[config.mk]
export PLATFORM = sky130hd
export DESIGN_NAME = serial_led_command_parser
export DESIGN_NICKNAME = d
export VERILOG_FILES = /design/src/sv/slcp_pkg.sv /design/src/sv/serial_led_command_parser.sv /design/src/sv/slcp_front.sv /design/src/sv/slcp_queue.sv /design/src/sv/slcp_back.sv
export VERILOG_INCLUDE_DIRS = /design/src /design/src/sv
export SDC_FILE = /design/constraint.sdc
export NUM_CORES = 1
export LEC_CHECK = 0
export BUFFER_PORTS_ARGS = -buffer_cell sky130_fd_sc_hd__buf_2
export CORE_ASPECT_RATIO = 0.6
export CORE_UTILIZATION = 54
export DETAILED_ROUTE_END_ITERATION = 8
export PLACE_DENSITY = 0.72
export SYNTH_ARGS = -nofsm -noshare
export SYNTH_HDL_FRONTEND = slang
export SYNTH_SLANG_ARGS = --single-unit
[constraint.sdc]
create_clock -name aclk -period 3.3 [get_ports aclk]
set_input_delay 0.165 -clock aclk [delete_from_list [all_inputs] [get_ports aclk]]
set_output_delay 0.165 -clock aclk [all_outputs]
set_load 0.005 [all_outputs]
[src/sv/serial_led_command_parser_assert.svh]
// Assertion macros for the serial LED command parser.
// Used by the top level only; no other dependencies.
`ifndef SERIAL_LED_COMMAND_PARSER_ASSERT_SVH
`define SERIAL_LED_COMMAND_PARSER_ASSERT_SVH

`ifndef NO_ASSERTIONS
`define SLCP_ASSERT_SAME(label, pre, post) \
    label: assert property (@(posedge aclk) disable iff (!aresetn) (pre) |-> (post)) \
        else $error("slcp same-cycle check failed");
`define SLCP_ASSERT_NEXT(label, pre, post) \
    label: assert property (@(posedge aclk) disable iff (!aresetn) (pre) |=> (post)) \
        else $error("slcp next-cycle check failed");
`else
`define SLCP_ASSERT_SAME(label, pre, post)
`define SLCP_ASSERT_NEXT(label, pre, post)
`endif

`endif

[src/sv/slcp_pkg.sv]
// Shared types, codes and reply text table for the serial LED command parser.
// No dependencies.
package slcp_pkg;

    localparam logic [7:0] CH_EOL  = 8'h0D;
    localparam logic [7:0] CH_ESC  = 8'h2B;
    localparam logic [7:0] CH_ID   = 8'h3F;   // '?'
    localparam logic [7:0] CH_SYNC = 8'h21;   // '!'
    localparam logic [7:0] CH_LED  = 8'h6C;   // 'l'

    localparam int Q_DEPTH = 4;
    localparam int Q_AW    = $clog2(Q_DEPTH);
    localparam int Q_CW    = $clog2(Q_DEPTH + 1);

    // result kinds
    localparam logic [1:0] KIND_TX     = 2'd0;
    localparam logic [1:0] KIND_CLEAR  = 2'd1;
    localparam logic [1:0] KIND_APPEND = 2'd2;
    localparam logic [1:0] KIND_SHOW   = 2'd3;

    typedef enum logic [2:0] {
        PS_IDLE      = 3'd0,
        PS_WAIT_ID   = 3'd1,
        PS_WAIT_SYNC = 3'd2,
        PS_WAIT_ERR  = 3'd3,
        PS_DATA      = 3'd4,
        PS_DATA_ESC  = 3'd5
    } slcp_parse_t;

    typedef enum logic {
        BS_IDLE = 1'b0,
        BS_TEXT = 1'b1
    } slcp_back_t;

    typedef enum logic [2:0] {
        OP_CLEAR  = 3'd0,
        OP_APPEND = 3'd1,
        OP_SHOW   = 3'd2,
        OP_ID     = 3'd3,
        OP_SYNC   = 3'd4,
        OP_ERR    = 3'd5
    } slcp_op_t;

    typedef struct packed {
        slcp_op_t   op;
        logic [7:0] data;
    } slcp_cmd_t;

    typedef struct packed {
        logic      valid;
        slcp_cmd_t cmd;
    } slcp_push_t;

    // reply text: identify, sync, OK, ERROR, back to back
    localparam int MSG_LEN = 46;
    localparam int MSG_AW  = $clog2(MSG_LEN);

    localparam logic [MSG_AW-1:0] ID_BASE   = MSG_AW'(0);
    localparam logic [MSG_AW-1:0] ID_END    = MSG_AW'(28);
    localparam logic [MSG_AW-1:0] SYNC_BASE = MSG_AW'(29);
    localparam logic [MSG_AW-1:0] SYNC_END  = MSG_AW'(36);
    localparam logic [MSG_AW-1:0] OK_BASE   = MSG_AW'(37);
    localparam logic [MSG_AW-1:0] OK_END    = MSG_AW'(39);
    localparam logic [MSG_AW-1:0] ERR_BASE  = MSG_AW'(40);
    localparam logic [MSG_AW-1:0] ERR_END   = MSG_AW'(45);

    function automatic logic [7:0] msg_byte(input logic [MSG_AW-1:0] addr);
        logic [7:0] b;
        case (addr)
            // identify reply
            6'd0:  b = 8'h4F;
            6'd1:  b = 8'h4B;
            6'd2:  b = 8'h20;
            6'd3:  b = 8'h73;
            6'd4:  b = 8'h65;
            6'd5:  b = 8'h72;
            6'd6:  b = 8'h32;
            6'd7:  b = 8'h6E;
            6'd8:  b = 8'h65;
            6'd9:  b = 8'h6F;
            6'd10: b = 8'h20;
            6'd11: b = 8'h31;
            6'd12: b = 8'h20;
            6'd13: b = 8'h6E;
            6'd14: b = 8'h65;
            6'd15: b = 8'h6F;
            6'd16: b = 8'h70;
            6'd17: b = 8'h69;
            6'd18: b = 8'h78;
            6'd19: b = 8'h65;
            6'd20: b = 8'h6C;
            6'd21: b = 8'h20;
            6'd22: b = 8'h31;
            6'd23: b = 8'h36;
            6'd24: b = 8'h20;
            6'd25: b = 8'h67;
            6'd26: b = 8'h72;
            6'd27: b = 8'h62;
            6'd28: b = 8'h0A;
            // sync reply
            6'd29: b = 8'h4F;
            6'd30: b = 8'h4B;
            6'd31: b = 8'h20;
            6'd32: b = 8'h73;
            6'd33: b = 8'h79;
            6'd34: b = 8'h6E;
            6'd35: b = 8'h63;
            6'd36: b = 8'h0A;
            // OK
            6'd37: b = 8'h4F;
            6'd38: b = 8'h4B;
            6'd39: b = 8'h0A;
            // ERROR
            6'd40: b = 8'h45;
            6'd41: b = 8'h52;
            6'd42: b = 8'h52;
            6'd43: b = 8'h4F;
            6'd44: b = 8'h52;
            6'd45: b = 8'h0A;
            default: b = 8'h00;
        endcase
        return b;
    endfunction

endpackage

[src/sv/serial_led_command_parser.sv]
// Serial LED command parser. A command is registered in the queue, then each
// result in the single output register. Output: one result per cycle while
// m_ready is high; a byte has at most 29 results (the identify reply).
// Input: one byte per cycle while the 4-entry command queue has room.
// Reset (aresetn low, synchronous) returns the parser to idle and empties
// the queue and output stage.
`include "serial_led_command_parser_assert.svh"

module serial_led_command_parser (
    input  logic       aclk,
    input  logic       aresetn,
    input  logic       s_valid,
    output logic       s_ready,
    input  logic [7:0] s_rx_byte,
    output logic       m_valid,
    input  logic       m_ready,
    output logic [1:0] m_kind,
    output logic [7:0] m_data,
    output logic       m_last
);
    import slcp_pkg::*;

    slcp_push_t push;
    slcp_cmd_t  head;
    logic       q_full;
    logic       head_valid;
    logic       pop;

    slcp_front u_front (
        .aclk      (aclk),
        .aresetn   (aresetn),
        .s_valid   (s_valid),
        .s_ready   (s_ready),
        .s_rx_byte (s_rx_byte),
        .q_full    (q_full),
        .push      (push)
    );

    slcp_queue u_queue (
        .aclk       (aclk),
        .aresetn    (aresetn),
        .push       (push),
        .full       (q_full),
        .head_valid (head_valid),
        .head       (head),
        .pop        (pop)
    );

    slcp_back u_back (
        .aclk       (aclk),
        .aresetn    (aresetn),
        .head_valid (head_valid),
        .head       (head),
        .pop        (pop),
        .m_valid    (m_valid),
        .m_ready    (m_ready),
        .m_kind     (m_kind),
        .m_data     (m_data),
        .m_last     (m_last)
    );

    // single-result events always close their transaction group
    `SLCP_ASSERT_SAME(a_clear_last, m_valid && m_kind == KIND_CLEAR, m_last)
    `SLCP_ASSERT_SAME(a_append_last, m_valid && m_kind == KIND_APPEND, m_last)
    // show is always followed by the OK text
    `SLCP_ASSERT_SAME(a_show_not_last, m_valid && m_kind == KIND_SHOW, !m_last)
    `SLCP_ASSERT_NEXT(a_show_then_tx, m_valid && m_ready && m_kind == KIND_SHOW,
                      !m_valid || m_kind == KIND_TX)

endmodule

[src/sv/slcp_front.sv]
// Line parser: accepts rx bytes, tracks the parse state and issues one
// command per byte that causes results. Depends on slcp_pkg.
module slcp_front (
    input  logic                aclk,
    input  logic                aresetn,
    input  logic                s_valid,
    output logic                s_ready,
    input  logic [7:0]          s_rx_byte,
    input  logic                q_full,
    output slcp_pkg::slcp_push_t push
);
    import slcp_pkg::*;

    slcp_parse_t state_reg, state_next;
    logic        accept;

    assign s_ready = !q_full;
    assign accept  = s_valid && !q_full;

    always_ff @(posedge aclk) begin
        if (!aresetn) begin
            state_reg <= PS_IDLE;
        end else begin
            state_reg <= state_next;
        end
    end

    always_comb begin
        state_next = state_reg;
        if (accept) begin
            unique case (state_reg)
                PS_WAIT_ID, PS_WAIT_SYNC, PS_WAIT_ERR: begin
                    if (s_rx_byte == CH_EOL) state_next = PS_IDLE;
                end
                PS_DATA, PS_DATA_ESC: begin
                    if (s_rx_byte == CH_EOL)        state_next = PS_IDLE;
                    else if (state_reg == PS_DATA_ESC) state_next = PS_DATA;
                    else if (s_rx_byte == CH_ESC)   state_next = PS_DATA_ESC;
                end
                default: begin
                    if (s_rx_byte == CH_ID)        state_next = PS_WAIT_ID;
                    else if (s_rx_byte == CH_SYNC) state_next = PS_WAIT_SYNC;
                    else if (s_rx_byte == CH_LED)  state_next = PS_DATA;
                    else if (s_rx_byte == CH_EOL)  state_next = PS_IDLE;
                    else                           state_next = PS_WAIT_ERR;
                end
            endcase
        end
    end

    always_comb begin
        push.valid    = 1'b0;
        push.cmd.op   = OP_APPEND;
        push.cmd.data = s_rx_byte;
        unique case (state_reg)
            PS_WAIT_ID, PS_WAIT_SYNC, PS_WAIT_ERR: begin
                if (s_rx_byte == CH_EOL) begin
                    push.valid  = accept;
                    push.cmd.op = (state_reg == PS_WAIT_ID)   ? OP_ID :
                                  (state_reg == PS_WAIT_SYNC) ? OP_SYNC : OP_ERR;
                end
            end
            PS_DATA, PS_DATA_ESC: begin
                if (s_rx_byte == CH_EOL) begin
                    push.valid  = accept;
                    push.cmd.op = OP_SHOW;
                end else if (state_reg == PS_DATA_ESC) begin
                    push.valid    = accept;
                    push.cmd.data = s_rx_byte ^ CH_ESC;
                end else if (s_rx_byte != CH_ESC) begin
                    push.valid = accept;
                end
            end
            default: begin
                if (s_rx_byte == CH_LED) begin
                    push.valid  = accept;
                    push.cmd.op = OP_CLEAR;
                end
            end
        endcase
    end

endmodule

[src/sv/slcp_queue.sv]
// Short command queue between parser and output sequencer.
// Depends on slcp_pkg.
module slcp_queue (
    input  logic                 aclk,
    input  logic                 aresetn,
    input  slcp_pkg::slcp_push_t push,
    output logic                 full,
    output logic                 head_valid,
    output slcp_pkg::slcp_cmd_t  head,
    input  logic                 pop
);
    import slcp_pkg::*;

    slcp_cmd_t         entry_reg [Q_DEPTH];
    logic [Q_AW-1:0]   wr_ptr_reg, rd_ptr_reg;
    logic [Q_CW-1:0]   count_reg, count_next;
    logic              do_push, do_pop;

    assign full       = (count_reg == Q_CW'(Q_DEPTH));
    assign head_valid = (count_reg != '0);
    assign head       = entry_reg[rd_ptr_reg];
    assign do_push    = push.valid && !full;
    assign do_pop     = pop && head_valid;

    always_comb begin
        count_next = count_reg;
        if (do_push && !do_pop)      count_next = count_reg + 1'b1;
        else if (do_pop && !do_push) count_next = count_reg - 1'b1;
    end

    always_ff @(posedge aclk) begin
        if (!aresetn) begin
            wr_ptr_reg <= '0;
            rd_ptr_reg <= '0;
            count_reg  <= '0;
        end else begin
            if (do_push) wr_ptr_reg <= wr_ptr_reg + 1'b1;
            if (do_pop)  rd_ptr_reg <= rd_ptr_reg + 1'b1;
            count_reg <= count_next;
        end
    end

    always_ff @(posedge aclk) begin
        if (do_push) entry_reg[wr_ptr_reg] <= push.cmd;
    end

endmodule

[src/sv/slcp_back.sv]
// Output sequencer: expands queued commands into result items through a
// registered output stage. Depends on slcp_pkg (reply text table).
module slcp_back (
    input  logic                aclk,
    input  logic                aresetn,
    input  logic                head_valid,
    input  slcp_pkg::slcp_cmd_t head,
    output logic                pop,
    output logic                m_valid,
    input  logic                m_ready,
    output logic [1:0]          m_kind,
    output logic [7:0]          m_data,
    output logic                m_last
);
    import slcp_pkg::*;

    slcp_back_t        state_reg, state_next;
    logic [MSG_AW-1:0] ptr_reg, ptr_next;
    logic [MSG_AW-1:0] end_reg, end_next;
    logic              valid_reg, valid_next;
    logic [1:0]        kind_reg, kind_next;
    logic [7:0]        data_reg, data_next;
    logic              last_reg, last_next;
    logic              slot_free;
    logic              load;

    assign slot_free = !valid_reg || m_ready;

    always_comb begin
        state_next = state_reg;
        unique case (state_reg)
            BS_IDLE: begin
                if (slot_free && head_valid &&
                    (head.op == OP_SHOW || head.op == OP_ID ||
                     head.op == OP_SYNC || head.op == OP_ERR)) begin
                    state_next = BS_TEXT;
                end
            end
            BS_TEXT: begin
                if (slot_free && ptr_reg == end_reg) state_next = BS_IDLE;
            end
            default: state_next = BS_IDLE;
        endcase
    end

    always_comb begin
        pop       = 1'b0;
        load      = 1'b0;
        ptr_next  = ptr_reg;
        end_next  = end_reg;
        kind_next = KIND_TX;
        data_next = 8'h00;
        last_next = 1'b0;
        unique case (state_reg)
            BS_IDLE: begin
                if (slot_free && head_valid) begin
                    pop  = 1'b1;
                    load = 1'b1;
                    unique case (head.op)
                        OP_CLEAR: begin
                            kind_next = KIND_CLEAR;
                            last_next = 1'b1;
                        end
                        OP_APPEND: begin
                            kind_next = KIND_APPEND;
                            data_next = head.data;
                            last_next = 1'b1;
                        end
                        OP_SHOW: begin
                            kind_next = KIND_SHOW;
                            ptr_next  = OK_BASE;
                            end_next  = OK_END;
                        end
                        OP_ID: begin
                            data_next = msg_byte(ID_BASE);
                            ptr_next  = ID_BASE + MSG_AW'(1);
                            end_next  = ID_END;
                        end
                        OP_SYNC: begin
                            data_next = msg_byte(SYNC_BASE);
                            ptr_next  = SYNC_BASE + MSG_AW'(1);
                            end_next  = SYNC_END;
                        end
                        default: begin
                            data_next = msg_byte(ERR_BASE);
                            ptr_next  = ERR_BASE + MSG_AW'(1);
                            end_next  = ERR_END;
                        end
                    endcase
                end
            end
            BS_TEXT: begin
                if (slot_free) begin
                    load      = 1'b1;
                    data_next = msg_byte(ptr_reg);
                    last_next = (ptr_reg == end_reg);
                    ptr_next  = ptr_reg + MSG_AW'(1);
                end
            end
            default: ;
        endcase
    end

    always_comb begin
        valid_next = valid_reg;
        if (load)          valid_next = 1'b1;
        else if (m_ready)  valid_next = 1'b0;
    end

    always_ff @(posedge aclk) begin
        if (!aresetn) begin
            state_reg <= BS_IDLE;
            valid_reg <= 1'b0;
        end else begin
            state_reg <= state_next;
            valid_reg <= valid_next;
        end
    end

    always_ff @(posedge aclk) begin
        ptr_reg <= ptr_next;
        end_reg <= end_next;
        if (load) begin
            kind_reg <= kind_next;
            data_reg <= data_next;
            last_reg <= last_next;
        end
    end

    assign m_valid = valid_reg;
    assign m_kind  = kind_reg;
    assign m_data  = data_reg;
    assign m_last  = last_reg;

endmodule

# --- After elaboration in Yosys (flattened, before gate mapping) ---
# Memories as Yosys holds them, arrays and structs flattened. A register that Yosys moved wholly into a read port is not among the register bits.
# Cells that the tools add are included.
# Widths: inputs -> output; s select.
totals:
  out_inout_bits: 13
  n_memories: 2
  regBits: 35
  romBits: 448
  ram_bits: 44
memory_table:
  columns: ["name", "depth", "word_bits", "read_ports", "rd_clocked_by_memory_dff", "wr", "line_no", "text"]
  rows:
  - ["(name not given)", 64, 7, 1, 1, 0, "slcp_pkg.sv:69", "case (addr)"]
  - ["u_queue.entry_reg", 4, 11, 1, 1, 1, "slcp_queue.sv:14", "slcp_cmd_t entry_reg [Q_DEPTH];"]
classes:
  muxes: 51
  n_bitwise: 4
  addsub: 5
  n_eq_ne: 23
  reduce_logical: 29
op_table:
  columns: ["operator", "n"]
  rows:
  - ["$pmux 6 s4", 2]
  - ["$mux 6", 6]
  - ["$mux 3", 10]
  - ["$eq 8x6->1 const B", 3]
  - ["$pmux 8 s3", 1]
  - ["$mux 1", 16]
  - ["$mux 8", 2]
  - ["$pmux 8 s2", 1]
  - ["$eq 3x3->1 const B", 5]
  - ["$eq 3x2->1 const B", 4]
  - ["$pmux 6 s2", 1]
  - ["$reduce_or 2->1", 5]
  - ["$reduce_and 3->1", 3]
  - ["$eq 8x4->1 const B", 1]
  - ["$eq 8x7->1 const B", 1]
  - ["$logic_and 1x1->1", 8]
  - ["$mux 2", 4]
  - ["$mux 4", 2]
  - ["$ne 8x6->1 const B", 1]
  - ["$pmux 4 s2", 1]
  - ["$add 6x1->6 const B", 1]
  - ["$eq 3x1->1 const B", 2]
  - ["$eq 6x6->1", 1]
  - ["$pmux 1 s2", 3]
  - ["other kinds (16)", 28]

# --- Longest topological paths before layout ---
# Gate-level depths: netlist (run 1).
depth:
  word_depth: 12
  depth_mapped: 13
  ltp_nobuf: 11

# --- Cells and area by module ---
# A second synthesis (run 1) with hierarchy kept.
hier_totals:
  cells_unflattened: 438
  area_unflattened_um2: 5153.7
modules_own_cells:
  columns: ["mod", "seq_area_each_um2", "area_each_um2", "n_inst", "cells_per_inst"]
  rows:
  - ["slcp_back", 840.8, 2458.6, 1, 249]
  - ["slcp_queue", 1501.4, 2072.0, 1, 105]
  - ["slcp_front", 60.1, 623.1, 1, 84]

# --- Worst setup path before layout (run 1) ---
# Ideal clock, no wire load.
synth_timing:
  kind: "register to register"
  start: "reg (tool-made name)"
  end: "reg (tool-made name)"
  t_arrival_ns: 2.778
  setup_slack_ns: 0.401
  setup_time_ns: 0.122
  synth_period_minus_slack_ns: 2.899
  path_stages_with_launch: 11
  path_cell_list: "dfxtp_1 > buf_6 > mux4_2 > nor4b_4 > a21oi_1 > mux2i_2 > inv_1 > ha_1 > a31oi_1 > a31oi_1 > a221o_1"

==> impl_metrics.json, run 1 <==
{
  "synth_edf_count": 66,
  "synth_cell_type_count": 72,
  "p_int_mw": 3.63,
  "swShare_pct": 42.9,
  "h-tree-depth": 3,
  "worstMarginPinSlew_ns": 0.649,
  "max_freq_mhz": 333,
  "drt_pass1_iterations": 5,
  "arrival_ns": 3.22,
  "hold_depth": 1,
  "ios": 25,
  "grt.total_usage_pct": 26.7,
  "ys_seq_elements": 87,
  "antenna_found_initial": 0,
  "fin_crit_ns": 3.00,
  "die_h_um": 74,
  "final_core_util_pct": 64.8,
  "layout_common_cells": "edfxtp_1 (66), nand2_1 (31), nor2_1 (28), buf_2 (24), o21ai_0 (23)",
  "clk_pin_slew_ns": 0.07,
  "numCtsBuffers": 9,
  "startpoint_type": "register",
  "worstPathRequired_ns": 3.52,
  "hold_class": "primary input to register",
  "ctsHoldBuffers": 0,
  "diodes": 0,
  "yosys-top-cells-area": "edfxtp_1 (42%), dfxtp_1 (9.0%), mux4_2 (5.3%)",
  "place_area_sq_mm": 0.00493,
  "fin_tns_setup_ns": 0,
  "synth_area_sq_mm": 0.00467,
  "rsz0062_at_grt": "false",
  "cap_violations": 0,
  "min_to": "u_queue.entry_reg[0][4]$_DFFE_PP_",
  "synth_ff_type": "edfxtp_1",
  "initial_core_util_pct": 57.4,
  "combPwrFrac_pct": 55.2,
  "reg2reg_depth": 10,
  "drtIter0Drc": 467,
  "synth_top_area_share_pct": 42.5,
  "layout_worst_path_cycle_share_pct": 91.0,
  "ys_seq_area_share_pct": 51.5,
  "cts_tree": "done",
  "placed_cells_incl_taps": 528,
  "final_common_cell": "edfxtp_1",
  "syn-instance-count": 399,
  "critical_path.endpoint_type": "register",
  "hold_ws_ns": 0.0943,
  "grt_max_degree": 21,
  "synthArstFlopShare_pct": 0,
  "vias": 3405,
  "outcome": "finished, final reports clean",
  "hold_start": "s_rx_byte[4]",
  "first_global_vias": 3143,
  "wirelength_mm": 10.9,
  "p_seq_share_pct": 27.6,
  "fillers": 638,
  "clk-insertion-delay-late_ns": 0.34,
  "nets": 457,
  "viasPerCell": 6.26,
  "synth_largest_area_cell": "edfxtp_1",
  "power_leakage_nw": 1.96,
  "grt_pass1_wl_mm": 17.5,
  "fin_ws_ns": 0.296,
  "fin_worst_skew_ns": 0.00765,
  "yosys_warnings": 0,
  "syn_nets": 425,
  "finalPower_mw": 6.35,
  "drive_above_1_share_pct": 20.2,
  "core_area_sq_mm": 0.00813,
  "area_growth_pct": 12.9,
  "switchingPower_mw": 2.72,
  "gp_congestion": 0.987,
  "worst-path-max-fanout": 13,
  "std_cell_rows": 25,
  "grt-ovfl-total": 0,
  "place_worst_setup_slack_ns": 0.137,
  "critPathKind": "register to register",
  "drc": 0,
  "powerDensity_mw_per_mm2": 1210,
  "cts.sinks": 87,
  "stdcell_area_sq_mm": 0.00527,
  "fp.dieW_um": 122,
  "pwr-share-clk_pct": 17.2,
  "fin_cells": 544,
  "setup_viol": 0,
  "hold_viol_final": 0,
  "ctsRootBufferMaster": "clkbuf_16",
  "ant_nets": 0,
  "hpwl_mm": 7.97,
  "max-slew-margin-rel_pct": 56.3,
  "wl_per_cell_um": 20.1,
  "die_area_sq_mm": 0.00903,
  "vdd.ir_drop.worst_v": 0.000575,
  "syn-mean-instance-area_sq_um": 11.7,
  "io_buffers": 24,
  "r2r_setup_slack_ns": 0.30,
  "final_max_slew_viol_count": 0,
  "cts_max_path_buffers": 2
}
timing repair:
item | 4_1_cts | 5_1_grt
gates resized for setup | 0 | 4
endpoints found under the hold margin | 0 | 0
endpoints found under the setup margin | 0 | 6
setup buffers | 0 | 0
cells by family after synthesis:
logic type / count (synthesis) / synth area share [%]
simple gates: 126 / 14.1
fa+ha+maj: 15 / 4.13
xor+xnor: 15 / 2.82
mux: 23 / 8.26
compound gates: 97 / 15.4
buf+inv: 36 / 3.89
flops: 87 / 51.5
worst max-delay path: stages, from the launching register on:
cell and delay (ns):
dfxtp_1 0.41, buf_4 0.27, mux2i_1 0.24, nand4b_1 0.13, nand3_2 0.18, buf_4 0.25, o31a_1 0.31, and2_1 0.29
mux2_2 0.40, a221oi_2 0.30, o22ai_1 0.11
routing by layer:
layer  GRT usage, %  wire length, um
met1           41.1             5400
met3           9.05             1080
met4           6.17              123
met5              0                0
met2           35.8             4330
worst max-delay path by stage:
stage / start / end / slack (ns) / cells past startpoint
2_1_floorplan: register / register / 0.40 / 10
3_3_place_gp: register / register / 0.25 / 11
3_5_place_dp: register / register / 0.14 / 10
4_1_cts: register / register / 0.13 / 10
5_1_grt: register / register / 0.09 / 9
6_report: register / register / 0.30 / 10
power by group through the flow:
stage	Combinational [mW]	Clock [mW]	Sequential [mW]
CTS	3.37	1.10	1.75
global route	3.78	1.14	1.79
global placement	3.36	0	1.75
detailed placement	3.35	0	1.77
floorplan	2.50	0	1.69
finish	3.51	1.09	1.75
final cells by class:
class / instances / area [sq um] / share of cell area [%]
Tap cell: 108 / 135 / 2.56
Clock inverter: 6 / 92.6 / 1.76
Multi-Input combinational cell: 276 / 2100 / 39.8
Timing Repair Buffer: 42 / 255 / 4.84
Sequential cell: 87 / 2400 / 45.6
Clock buffer: 10 / 229 / 4.35
Inverter: 15 / 56.3 / 1.07
Yosys cell counts (all sizes together) (7+ instances only):
| master | number |
|---|---|
| nor2b | 9 |
| ha | 13 |
| nand3 | 9 |
| o21ai | 23 |
| a21o | 7 |
| nor3 | 14 |
| buf | 10 |
| xor2 | 8 |
| and2 | 12 |
| nor2 | 28 |
| xnor2 | 7 |
| nand2 | 31 |
| clkbuf | 11 |
| mux2i | 11 |
| a21oi | 20 |
| inv | 15 |
| dfxtp | 21 |
| edfxtp | 66 |
| mux4 | 11 |
No activity file was read; power rests on OpenSTA's default activity.
==> run 2, diff against run 1 <==
--- a/config.mk
+++ b/config.mk
@@ -6,11 +6,13 @@
 export SDC_FILE = /design/constraint.sdc
 export NUM_CORES = 1
 export LEC_CHECK = 0
+export ABC_AREA = 1
 export BUFFER_PORTS_ARGS = -buffer_cell sky130_fd_sc_hd__buf_2
 export CORE_ASPECT_RATIO = 0.6
 export CORE_UTILIZATION = 54
 export DETAILED_ROUTE_END_ITERATION = 8
 export PLACE_DENSITY = 0.72
+export SLEW_MARGIN = 20
 export SYNTH_ARGS = -nofsm -noshare
 export SYNTH_HDL_FRONTEND = slang
 export SYNTH_SLANG_ARGS = --single-unit
==> run 2 against run 1 <==
Die area increased by 0.50%. Highest routed layer unchanged. Final cell count increased by 23%. Synthesized cell count increased by 32%.
==> impl_metrics.json, run 2 <==
{
  "outcome": "finished, final reports clean",
  "yosysMostFrequentCell": "nand2_1",
  "synth_ff_type": "edfxtp_1",
  "max-slew-margin-rel_pct": 49.2,
  "cp_slowest_cell": "fa_1",
  "syn-mean-instance-area_sq_um": 8.90,
  "layout_worst_path_cycle_share_pct": 87.1,
  "fin_tns_setup_ns": 0,
  "synth_edf_count": 66,
  "yosys-top-cells-area": "edfxtp_1 (42%), nand2_1 (10%), dfxtp_1 (9.0%)",
  "rsz0062_at_grt": "false",
  "viasPerCell": 5.64,
  "cts.sinks": 87,
  "cap_violations": 0,
  "startpoint_type": "register",
  "post_cts_resized": 0,
  "critPathKind": "register to register",
  "synth_top_area_share_pct": 42.3,
  "gp_congestion": 0.914,
  "wl_per_cell_um": 16.2,
  "synthTopCellsByCount": "nand2_1 (125), edfxtp_1 (66), inv_1 (61)",
  "grt_max_degree": 26,
  "synth_area_sq_mm": 0.00469,
  "hold_viol_final": 0,
  "crit_top_cell": "inv_1",
  "die_h_um": 74.2,
  "ys_seq_area_share_pct": 51.2,
  "crit_buf_inv": 4,
  "h-tree-depth": 3,
  "setup_viol": 0,
  "r2r_setup_slack_ns": 0.43,
  "hold_start": "s_rx_byte[7]",
  "arrival_ns": 3.10,
  "synthArstFlopShare_pct": 0,
  "drtIter0Drc": 453,
  "drive_above_1_share_pct": 14.9,
  "initial_core_util_pct": 57.7,
  "first_global_vias": 3346,
  "worstMarginPinSlew_ns": 0.756,
  "ant_nets": 0,
  "diodes": 0,
  "layout_common_cells": "nand2_1 (125), edfxtp_1 (66), inv_1 (61), nand3_1 (54), nor2_1 (42)",
  "ctsRootBufferMaster": "clkbuf_16",
  "clk-insertion-delay-late_ns": 0.34,
  "antenna_found_initial": 0,
  "ctsHoldBuffers": 0,
  "area_growth_pct": 11.6,
  "fin_crit_ns": 2.87,
  "cts_max_path_buffers": 2,
  "drc": 0,
  "cts_tree": "done",
  "post-cts-setup-buffers": 0,
  "r2r-end": "u_queue.count_reg[2]$_SDFFE_PN0P_",
  "std_cell_rows": 25,
  "worst-path-max-fanout": 9,
  "syn-instance-count": 527,
  "min_to": "u_queue.entry_reg[0][7]$_DFFE_PP_",
  "cp_cell_sequence": "inv_1, nand3_1, nand2_1, nor2_1, inv_1, nand3_1, nand3_1, inv_1, ha_1, inv_1, fa_1, a21oi_1, o21ai_0, o21ai_0, a21oi_1",
  "grt_pass1_wl_mm": 17.6,
  "yosys_warnings": 0,
  "grt.total_usage_pct": 26.2,
  "drt_pass1_iterations": 5,
  "synth_largest_area_cell": "edfxtp_1",
  "io_buffers": 24,
  "die_area_sq_mm": 0.00907,
  "final_common_cell": "nand2_1",
  "r2r_start": "u_front.state_reg[1]$_SDFFE_PN0P_",
  "ys_seq_elements": 87,
  "max_freq_mhz": 348,
  "final_max_slew_viol_count": 0,
  "fp.dieW_um": 122,
  "grt-ovfl-total": 0,
  "wirelength_mm": 10.8,
  "reg2reg_depth": 15,
  "synth_cell_type_count": 40,
  "worstPathRequired_ns": 3.53,
  "fin_worst_skew_ns": 0.00525,
  "nets": 583,
  "hold_depth": 1,
  "core_area_sq_mm": 0.00813,
  "ios": 25,
  "vias": 3781,
  "numCtsBuffers": 9,
  "hold_class": "primary input to register",
  "hpwl_mm": 8.04,
  "syn_nets": 553,
  "critical_path.endpoint_type": "register",
  "cpPeakStageDelay_ns": 0.38,
  "clk_pin_slew_ns": 0.06,
  "path_delay_family": "simple AND/OR/NAND/NOR gates"
}
==> run 2: per-stage QoR <==
step | setup WS (ns) | util [%] | hold WS (ns) | cells | area, sq um
global route | 0.0367 | 64.3 | 0.0706 | 670 | 5230
finish | 0.426 | 64.3 | 0.0646 | 670 | 5230
global placement | 0.616 | 60.6 | 0.404 | 654 | 4930
detailed placement | 0.504 | 60.6 | 0.409 | 654 | 4930
CTS | 0.485 | 64.3 | 0.0525 | 670 | 5230
floorplan | 0.873 | - | 0.264 | 527 | 4690
==> run 2: cells by family after synthesis <==
group	Yosys count	synth area share [%]
fa+ha+maj	14	3.90
flops	87	51.2
xor+xnor	9	1.68
buf+inv	82	7.36
simple gates	253	25.1
compound gates	82	10.7
==> run 2: area by class of cell <==
cell class,count,area [sq um]
clock buffer,9,225
clock inverter,7,80.1
fill,666,2900
inverter,68,260
multi-input combinational,358,1940
sequential,87,2400
tap,108,135
timing repair buffer,33,188
==> run 2: metal layers <==
| metal | up-vias | share of wire [%] | GRT usage [%] |
|---|---|---|---|
| li1 | 1838 | - | - |
| met1 | 1736 | 50 | 41.7 |
| met2 | 195 | 39 | 35.3 |
| met3 | 12 | 9.9 | 5.98 |
| met4 | 0 | 0.88 | 6.78 |
| met5 | - | 0 | 0 |
==> run 2: worst max path at each step <==
stage,from,to,depth (start not counted)
final,u_front.state_reg[1]$_SDFFE_PN0P_,u_queue.count_reg[2]$_SDFFE_PN0P_,15
after global routing,u_front.state_reg[1]$_SDFFE_PN0P_,u_queue.count_reg[2]$_SDFFE_PN0P_,15
after CTS,u_front.state_reg[1]$_SDFFE_PN0P_,u_queue.count_reg[2]$_SDFFE_PN0P_,15
after detailed placement,u_front.state_reg[1]$_SDFFE_PN0P_,u_queue.count_reg[2]$_SDFFE_PN0P_,15
after global placement,u_front.state_reg[1]$_SDFFE_PN0P_,u_queue.count_reg[2]$_SDFFE_PN0P_,15
after floorplan,u_front.state_reg[1]$_SDFFE_PN0P_,u_queue.count_reg[2]$_SDFFE_PN0P_,15
==> run 2: worst reg2reg max path: stages (launching register included) <==
cell,delay (ns)
dfxtp_1,0.34
inv_1,0.09
nand3_1,0.29
nand2_1,0.15
nor2_1,0.28
inv_1,0.10
nand3_1,0.09
nand3_1,0.22
inv_1,0.12
ha_1,0.14
inv_1,0.06
fa_1,0.39
a21oi_1,0.16
o21ai_0,0.12
o21ai_0,0.15
a21oi_1,0.06
Power of run 2 is left out: the tool's default activity adds up to more than one toggle a clock period on the data nets, which glitch-free logic cannot reach.
==> run 3, diff against run 2 <==
--- a/config.mk
+++ b/config.mk
@@ -8,7 +8,7 @@
 export LEC_CHECK = 0
 export ABC_AREA = 1
 export BUFFER_PORTS_ARGS = -buffer_cell sky130_fd_sc_hd__buf_2
-export CORE_ASPECT_RATIO = 0.6
+export CORE_ASPECT_RATIO = 0.5
 export CORE_UTILIZATION = 54
 export DETAILED_ROUTE_END_ITERATION = 8
 export PLACE_DENSITY = 0.72
==> run 3 against run 2 <==
Fmax rose by 2.2%. Final cell count rose by 0.45%. Largest cell class unchanged. Core utilization fell by 0.59 points. Routed wire length fell by 8.7%. Global-route usage fell by 2.5 points. Worst setup slack improved by 0.063 ns. Die area rose by 0.12%. Flip-flop and latch count did not move. Clock skew rose by 0.00054 ns. Design area barely moved. Critical path depth did not move.
==> impl_metrics.json, run 3 (synthesized netlist as in run 2, its figures left out) <==
{
  "outcome": "finished, final reports clean",
  "std_cell_rows": 23,
  "cts.sinks": 87,
  "worstMarginPinSlew_ns": 0.668,
  "clk-insertion-delay-late_ns": 0.34,
  "die_h_um": 67.9,
  "cts_max_path_buffers": 2,
  "max_freq_mhz": 356,
  "grt_max_degree": 26,
  "viasPerCell": 5.40,
  "critPathKind": "register to register",
  "ios": 25,
  "post-cts-setup-buffers": 0,
  "first_global_vias": 3226,
  "hpwl_mm": 7.06,
  "ctsRootBufferMaster": "clkbuf_16",
  "gp_congestion": 0.919,
  "ctsHoldBuffers": 0,
  "core_area_sq_mm": 0.00820,
  "h-tree-depth": 3,
  "reg2reg_depth": 15,
  "rsz0062_at_grt": "false",
  "cts_tree": "done",
  "numCtsBuffers": 9,
  "hold_class": "primary input to register",
  "wl_per_cell_um": 14.7,
  "drtIter0Drc": 308,
  "vias": 3634,
  "post_cts_resized": 0,
  "worstPathRequired_ns": 3.53,
  "clk_pin_slew_ns": 0.06,
  "arrival_ns": 3.04,
  "final_common_cell": "nand2_1",
  "cap_violations": 0,
  "antenna_found_initial": 0,
  "grt.total_usage_pct": 23.7,
  "r2r_start": "u_front.state_reg[1]$_SDFFE_PN0P_",
  "worst-path-max-fanout": 9,
  "hold_depth": 1,
  "nets": 582,
  "ant_nets": 0,
  "die_area_sq_mm": 0.00908,
  "area_growth_pct": 11.5,
  "critPathLaunch": "u_front.state_reg[1]$_SDFFE_PN0P_",
  "grt_pass1_wl_mm": 16.1,
  "io_buffers": 24,
  "fp.dieW_um": 134,
  "layout_common_cells": "nand2_1 (125), edfxtp_1 (66), inv_1 (61), nand3_1 (54), nor2_1 (42)",
  "drt_pass1_iterations": 4,
  "fin_crit_ns": 2.81,
  "fin_tns_setup_ns": 0,
  "layout_worst_path_cycle_share_pct": 85.2,
  "critical_path.endpoint_type": "register",
  "initial_core_util_pct": 57.2,
  "diodes": 0,
  "fillers": 697,
  "drive_above_1_share_pct": 14.8,
  "drc": 0,
  "fin_worst_skew_ns": 0.00580,
  "final_max_slew_viol_count": 0,
  "wirelength_mm": 9.90,
  "startpoint_type": "register",
  "max-slew-margin-rel_pct": 55.2,
  "grt-ovfl-total": 0,
  "hold_viol_final": 0,
  "hold_start": "s_rx_byte[6]",
  "setup_viol": 0
}
==> run 3: worst paths after layout <==
check | endpoint | slack (ns)
max reg2reg | u_queue.count_reg[2]$_SDFFE_PN0P_ | 0.49
min reg2reg | register | 0.47
min | u_queue.entry_reg[1][6]$_DFFE_PP_ | 0.07
max | u_queue.count_reg[2]$_SDFFE_PN0P_ | 0.49
==> run 3: area by class of cell <==
cell class / count / area, sq um / share of cell area [%]
Sequential cell: 87 / 2400 / 45.9
Multi-Input combinational cell: 358 / 1940 / 37.1
Inverter: 68 / 260 / 4.98
Clock buffer: 9 / 225 / 4.31
Timing Repair Buffer: 32 / 180 / 3.45
Tap cell: 112 / 140 / 2.68
Clock inverter: 7 / 78.8 / 1.51
==> run 3: critical path, cell delays in order (launching register included) <==
cell and delay [ns]:
dfxtp_1 0.33, inv_1 0.08, nand3_1 0.25, nand2_1 0.15, nor2_1 0.27, inv_1 0.10
nand3_1 0.09, nand3_1 0.21, inv_1 0.12, ha_1 0.14, inv_1 0.07, fa_1 0.39
a21oi_1 0.15, o21ai_0 0.12, o21ai_0 0.17, a21oi_1 0.05
==> run 3: per-layer routing <==
| metal | track usage, % | vias up | routed length (um) |
|---|---|---|---|
| met5 | 0 | - | 0 |
| met4 | 7.39 | 0 | 115 |
| met3 | 5.33 | 12 | 488 |
| met2 | 38.1 | 91 | 4460 |
| met1 | 32.3 | 1692 | 4840 |
| li1 | - | 1839 | - |
==> run 3: per-stage QoR <==
step | area (sq um) | hold slack, ns | std cells | worst slack [ns] | util (%)
after floorplan | 4690 | 0.264 | 527 | 0.873 | -
after global placement | 4920 | 0.406 | 657 | 0.604 | 60.0
after detailed placement | 4920 | 0.421 | 657 | 0.573 | 60.0
after CTS | 5230 | 0.0614 | 673 | 0.519 | 63.8
after global routing | 5230 | 0.0691 | 673 | 0.0892 | 63.8
final | 5230 | 0.0717 | 673 | 0.489 | 63.8
Power of run 3 is left out for the same reason.
